### src/rtl/lqpi_pkg.sv
// Shared types, constants and arithmetic helpers for the luma quarter-sample core.
package lqpi_pkg;

    localparam int SAMPLE_W    = 14;
    localparam int VW          = 28;
    localparam int HW          = 22;
    localparam int TAPS        = 6;
    localparam int BANKS       = 8;
    localparam int BANK_BITS   = 3;
    localparam int MAX_PIC_WIDTH_DEF  = 256;
    localparam int MAX_PIC_HEIGHT_DEF = 256;

    localparam logic OP_WRITE  = 1'b0;
    localparam logic OP_INTERP = 1'b1;

    localparam logic [1:0] REG_WIDTH  = 2'd0;
    localparam logic [1:0] REG_HEIGHT = 2'd1;
    localparam logic [1:0] REG_DEPTH  = 2'd2;

    typedef enum logic [1:0] {
        ST_IDLE,
        ST_FETCH,
        ST_FILTER,
        ST_SELECT
    } lqpi_state_t;

    typedef struct packed {
        logic       cap_en;
        logic [2:0] cap_row;
        logic       flt_en;
    } lqpi_ctrl_t;

    // Widen an unsigned sample to the signed filter width
    function automatic logic signed [VW-1:0] ext_s(input logic [SAMPLE_W-1:0] x);
        ext_s = $signed({{(VW-SAMPLE_W){1'b0}}, x});
    endfunction

    // Six-tap filter (1,-5,20,20,-5,1)
    function automatic logic signed [VW-1:0] tap6(
        input logic signed [VW-1:0] a,
        input logic signed [VW-1:0] b,
        input logic signed [VW-1:0] c,
        input logic signed [VW-1:0] d,
        input logic signed [VW-1:0] e,
        input logic signed [VW-1:0] f
    );
        tap6 = VW'(a - 5 * b + 20 * c + 20 * d - 5 * e + f);
    endfunction

    // Add rounding, shift down and clip to 0 .. maxv
    function automatic logic [SAMPLE_W-1:0] round_clip(
        input logic signed [VW-1:0] v,
        input logic signed [VW-1:0] rnd,
        input logic [3:0]           sh,
        input logic [SAMPLE_W-1:0]  maxv
    );
        logic signed [VW-1:0] t;
        logic [VW-1:0]        u;
        t = v + rnd;
        u = $unsigned(t) >> sh;
        if (t < 0)
            round_clip = '0;
        else if (u > {{(VW-SAMPLE_W){1'b0}}, maxv})
            round_clip = maxv;
        else
            round_clip = u[SAMPLE_W-1:0];
    endfunction

    // Average of two samples, rounding up
    function automatic logic [SAMPLE_W-1:0] avg2(
        input logic [SAMPLE_W-1:0] a,
        input logic [SAMPLE_W-1:0] b
    );
        logic [SAMPLE_W:0] s;
        s = {1'b0, a} + {1'b0, b} + {{SAMPLE_W{1'b0}}, 1'b1};
        avg2 = s[SAMPLE_W:1];
    endfunction

endpackage

### src/rtl/lqpi_filter.sv
// Row capture, six-tap half-sample filters and quarter-sample selection.
module lqpi_filter
    import lqpi_pkg::*;
(
    input  logic                clk,
    input  lqpi_ctrl_t          ctrl,
    input  logic [SAMPLE_W-1:0] taps [TAPS],
    input  logic [1:0]          x_frac,
    input  logic [1:0]          y_frac,
    input  logic [SAMPLE_W-1:0] max_val,
    output logic [SAMPLE_W-1:0] predicted
);

    logic signed [HW-1:0] hs_reg [TAPS];
    logic [SAMPLE_W-1:0]  c0_reg [TAPS];
    logic [SAMPLE_W-1:0]  c1_reg [TAPS];
    logic signed [VW-1:0] j_raw_reg;
    logic signed [VW-1:0] h_raw_reg;
    logic signed [VW-1:0] m_raw_reg;
    logic signed [VW-1:0] row_sum;
    logic signed [VW-1:0] hs_ext [TAPS];
    logic [SAMPLE_W-1:0]  g_s, h_int, m_int, b_s, s_s, h_s, m_s, j_s;

    // Horizontal sum of the incoming row
    assign row_sum = tap6(ext_s(taps[0]), ext_s(taps[1]), ext_s(taps[2]),
                          ext_s(taps[3]), ext_s(taps[4]), ext_s(taps[5]));

    always_comb
    begin
        for (int r = 0; r < TAPS; r++)
            hs_ext[r] = VW'(hs_reg[r]);
    end

    // Capture a row, then run the vertical filters
    always_ff @(posedge clk)
    begin
        if (ctrl.cap_en)
        begin
            hs_reg[ctrl.cap_row] <= HW'(row_sum);
            c0_reg[ctrl.cap_row] <= taps[2];
            c1_reg[ctrl.cap_row] <= taps[3];
        end
        if (ctrl.flt_en)
        begin
            j_raw_reg <= tap6(hs_ext[0], hs_ext[1], hs_ext[2],
                              hs_ext[3], hs_ext[4], hs_ext[5]);
            h_raw_reg <= tap6(ext_s(c0_reg[0]), ext_s(c0_reg[1]), ext_s(c0_reg[2]),
                              ext_s(c0_reg[3]), ext_s(c0_reg[4]), ext_s(c0_reg[5]));
            m_raw_reg <= tap6(ext_s(c1_reg[0]), ext_s(c1_reg[1]), ext_s(c1_reg[2]),
                              ext_s(c1_reg[3]), ext_s(c1_reg[4]), ext_s(c1_reg[5]));
        end
    end

    // Round and clip the half samples
    always_comb
    begin
        g_s   = c0_reg[2];
        h_int = c1_reg[2];
        m_int = c0_reg[3];
        b_s   = round_clip(hs_ext[2], VW'(16), 4'd5, max_val);
        s_s   = round_clip(hs_ext[3], VW'(16), 4'd5, max_val);
        h_s   = round_clip(h_raw_reg, VW'(16), 4'd5, max_val);
        m_s   = round_clip(m_raw_reg, VW'(16), 4'd5, max_val);
        j_s   = round_clip(j_raw_reg, VW'(512), 4'd10, max_val);
    end

    // Pick the sample for the fraction
    always_comb
    begin
        case ({x_frac, y_frac})
            4'd0:    predicted = g_s;
            4'd1:    predicted = avg2(g_s, h_s);
            4'd2:    predicted = h_s;
            4'd3:    predicted = avg2(m_int, h_s);
            4'd4:    predicted = avg2(g_s, b_s);
            4'd5:    predicted = avg2(b_s, h_s);
            4'd6:    predicted = avg2(h_s, j_s);
            4'd7:    predicted = avg2(h_s, s_s);
            4'd8:    predicted = b_s;
            4'd9:    predicted = avg2(b_s, j_s);
            4'd10:   predicted = j_s;
            4'd11:   predicted = avg2(j_s, s_s);
            4'd12:   predicted = avg2(b_s, h_int);
            4'd13:   predicted = avg2(b_s, m_s);
            4'd14:   predicted = avg2(j_s, m_s);
            default: predicted = avg2(s_s, m_s);
        endcase
    end

endmodule

### config.mk
export PLATFORM = sky130hd
export DESIGN_NAME = lqpi_filter
export DESIGN_NICKNAME = d
export VERILOG_FILES = /design/src/rtl/lqpi_pkg.sv /design/src/rtl/lqpi_filter.sv
export SDC_FILE = /design/constraint.sdc
export NUM_CORES = 2
export LEC_CHECK = 0
export ABC_AREA = 0
export BUFFER_PORTS_ARGS = -buffer_cell sky130_fd_sc_hd__buf_2
export CAP_MARGIN = 20
export CORE_MARGIN = 3
export CORE_UTILIZATION = 49
export DETAILED_ROUTE_END_ITERATION = 12
export PLACE_DENSITY_LB_ADDON = 0.1
export SLEW_MARGIN = 20
export SYNTH_ARGS = -nofsm -noshare
export SYNTH_HDL_FRONTEND = slang
export SYNTH_SLANG_ARGS = --single-unit
### constraint.sdc
create_clock -name clk -period 16 [get_ports clk]
set_input_delay 0 -clock clk [delete_from_list [all_inputs] [get_ports clk]]
set_output_delay 0 -clock clk [all_outputs]
set_load 0.01 [all_outputs]
==> reports/results.txt <==
Status -> complete, no violations
Global-route usage over all layers -> 0.285
Clock skew -> 69.6 ps
GR Layer Usage met2 -> 0.431
Fin worst setup slack -> 6890 ps
Hold Buf Count CTS -> 28
CP max stage delay -> 730 ps
DRT iter0 DRCs -> 3034
Met3 GRT Util -> 0.0448
H-tree depth -> 2
Worst-path clk slew -> 60 ps
First-pass iteration count of the detailed router -> 7
Total vias in the final route -> 35776
Syn nets -> 5993
WL/cell -> 22.5 microns
Mapped Area -> 46000 sq um
Synth warn -> 0
CP required -> 16000 ps
Boundary Pins -> 122
Area of the core -> 92400 sq um
CTS Buf Count -> 47
RSZ-0062 raised after global routing -> no
CTS root buffer -> clkbuf_16
Setup crit end kind -> primary output
Fill cells -> 8329
Routed Antenna Nets -> 0
Minimum hold slack -> 44.1 ps
Clk buf depth -> 3
F_max -> 0.110 GHz
Yosys cell types -> 92
Vias in the first global route -> 34894
Synth Register Bits -> 359
Post-Place Worst Slack -> 7210 ps
Antenna violations before repair -> 2
Syn Area/Cell -> 9.67 sq um
Synth top area cells -> edfxtp_1 23%, ha_1 22%, fa_1 15%, inv_1 5.8%, xnor2_1 5.3%
Global routing usage on met1 -> 0.423
Post-synth ARST share -> 0
Cells after Synth -> 4755
GR Overflow Total -> 0
Cell taking the most area after synthesis -> edfxtp_1
First-pass GRT wire length -> 211 mm
DIE WIDTH -> 312 microns
Sequential cell area fraction in the yosys report -> 0.235
Minimum clock period after layout -> 9110 ps
Final hold violations -> 0
CTS tree -> built
Crit-path max FO -> 26
Final setup vio count -> 0
Top cell type's share of synthesized area -> 0.235
Area Growth Syn to Fin -> 9.41%
Worst-skew pair later-pin latency -> 630 ps
Largest net degree at the start of global routing -> 60
Arrival time at the worst endpoint -> 9110 ps
# DRC -> 0
CTS Sinks -> 359
Post-layout nets -> 6198
Setup TNS -> 0 ps
Post-DP HPWL -> 115 mm
Period Utilization, post-route -> 0.570
Max-slew headroom -> 0.228
Worst-Margin Slew -> 1150 ps
Port Buf Inserts -> 121
Busiest layer in global routing -> met2
Post-CTS resize count -> 0
Slowest cell on crit path -> nor2_1
Worst Setup Start Kind -> register
RePlAce Congestion -> 1.01
Standard-cell rows -> 111
Mean number of vias per cell -> 5.73
Initial core utilization -> 0.498
Die area -> 97500 sq um
# Post-CTS Setup Buffers -> 0
Post-synth EDFFs -> 359
Hold WC Path Type -> input port to register
# Max-Cap Violations -> 0
Die Y -> 312 microns
Final wirelength -> 140 mm
Layout cells sized above 1 -> 0.0612
CP Class -> register to primary output
Main synth FF type -> edfxtp_1
Max reg flops -> 132
Slew Viols, Final -> 0
[metal layers]
| layer | share of wire | vias up |
|---|---|---|
| met2 | 0.42 | 1225 |
| met4 | 0.031 | 2 |
| li1 | - | 17143 |
| met3 | 0.077 | 203 |
| met1 | 0.47 | 17203 |
| met5 | 0.00010 | - |
[cell families (layout without fill, tap and decap cells)]
family | Yosys count | after routing | synth area share
muxes | 31 | 31 | 0.00694
xor gates and xnor gates | 421 | 421 | 0.0802
adders and majority gates | 1130 | 1130 | 0.363
buffers and inverters | 756 | 999 | 0.0618
DFF | 359 | 359 | 0.235
and+or+nand+nor | 1040 | 1040 | 0.111
other | 0 | 2 | 0
AOI/OAI and AO/OA | 1018 | 1018 | 0.143
[cell usage after synthesis (54+ instances only)]
library cell / instances
nand2b_1: 60
nor3_1: 90
nor2_1: 322
a21oi_1: 329
inv_1: 714
nand4_1: 54
nand3_1: 107
a21o_1: 107
nand2_1: 186
edfxtp_1: 359
ha_1: 792
xor2_1: 144
o21bai_1: 69
xnor2_1: 277
fa_1: 338
o21ai_0: 181
[path summary, 6_finish.rpt]
path                                    from            end  slack [ps]  cells after the start
worst max-delay path            hs_reg[2][4]  predicted[12]        6890                     28
worst min-delay path                 ctrl[2]  hs_reg[0][16]          40                      3
worst max register to register  hs_reg[2][1]  j_raw_reg[27]        7220                     33
worst min register to register  c1_reg[5][0]   m_raw_reg[4]         770                      2
[area by class of cell]
| class | instances | area [sq um] | share of cell area |
|---|---|---|---|
| diodes | 2 | 5.00 | 0.0000995 |
| well taps | 1243 | 1560 | 0.0309 |
| clock inverters | 33 | 388 | 0.00771 |
| flip-flops and latches | 359 | 10800 | 0.214 |
| multi-input cells | 3640 | 32400 | 0.645 |
| repair buffers | 198 | 1250 | 0.0249 |
| inverters | 714 | 2680 | 0.0533 |
| clock buffers | 54 | 1200 | 0.0239 |
[per-stage QoR]
step | cells | cell area (sq um) | util
6_report | 6243 | 50300 | 0.545
5_1_grt | 6241 | 50300 | 0.545
4_1_cts | 6241 | 50300 | 0.544
3_5_place_dp | 6126 | 48400 | 0.524
3_3_place_gp | 6126 | 48400 | 0.524
2_1_floorplan | 4755 | 46000 | -
[cell usage in the layout, fill, tap and decap left out, drive strengths merged, types with 25 or more instances in the layout]
cell and count:
xor2 144, ha 792, or2 26, nor3 91, and3 41, o21a 46
o21bai 69, fa 338, dlygate4sd3 28, clkbuf 54, a21oi 330, nand4 55
buf 170, inv 715, edfxtp 359, nor2b 46, nor2 322, xnor2 277
o22ai 32, nand3 107, a211oi 40, o21ai 188, nand2 186, nand2b 60
a21o 107, nor4 25, a21boi 25
[worst max-delay path: cells and delay by family, from the launching register on]
kind | cells | cell delay (ps)
xor+xnor | 1 | 230
simple gates | 11 | 3070
fa+ha+maj | 3 | 1000
flops | 1 | 440
compound gates | 11 | 3270
buf+inv | 2 | 500
Power is left out: the tool's default activity adds up to more than one toggle a clock period on the data nets, which glitch-free logic cannot reach.
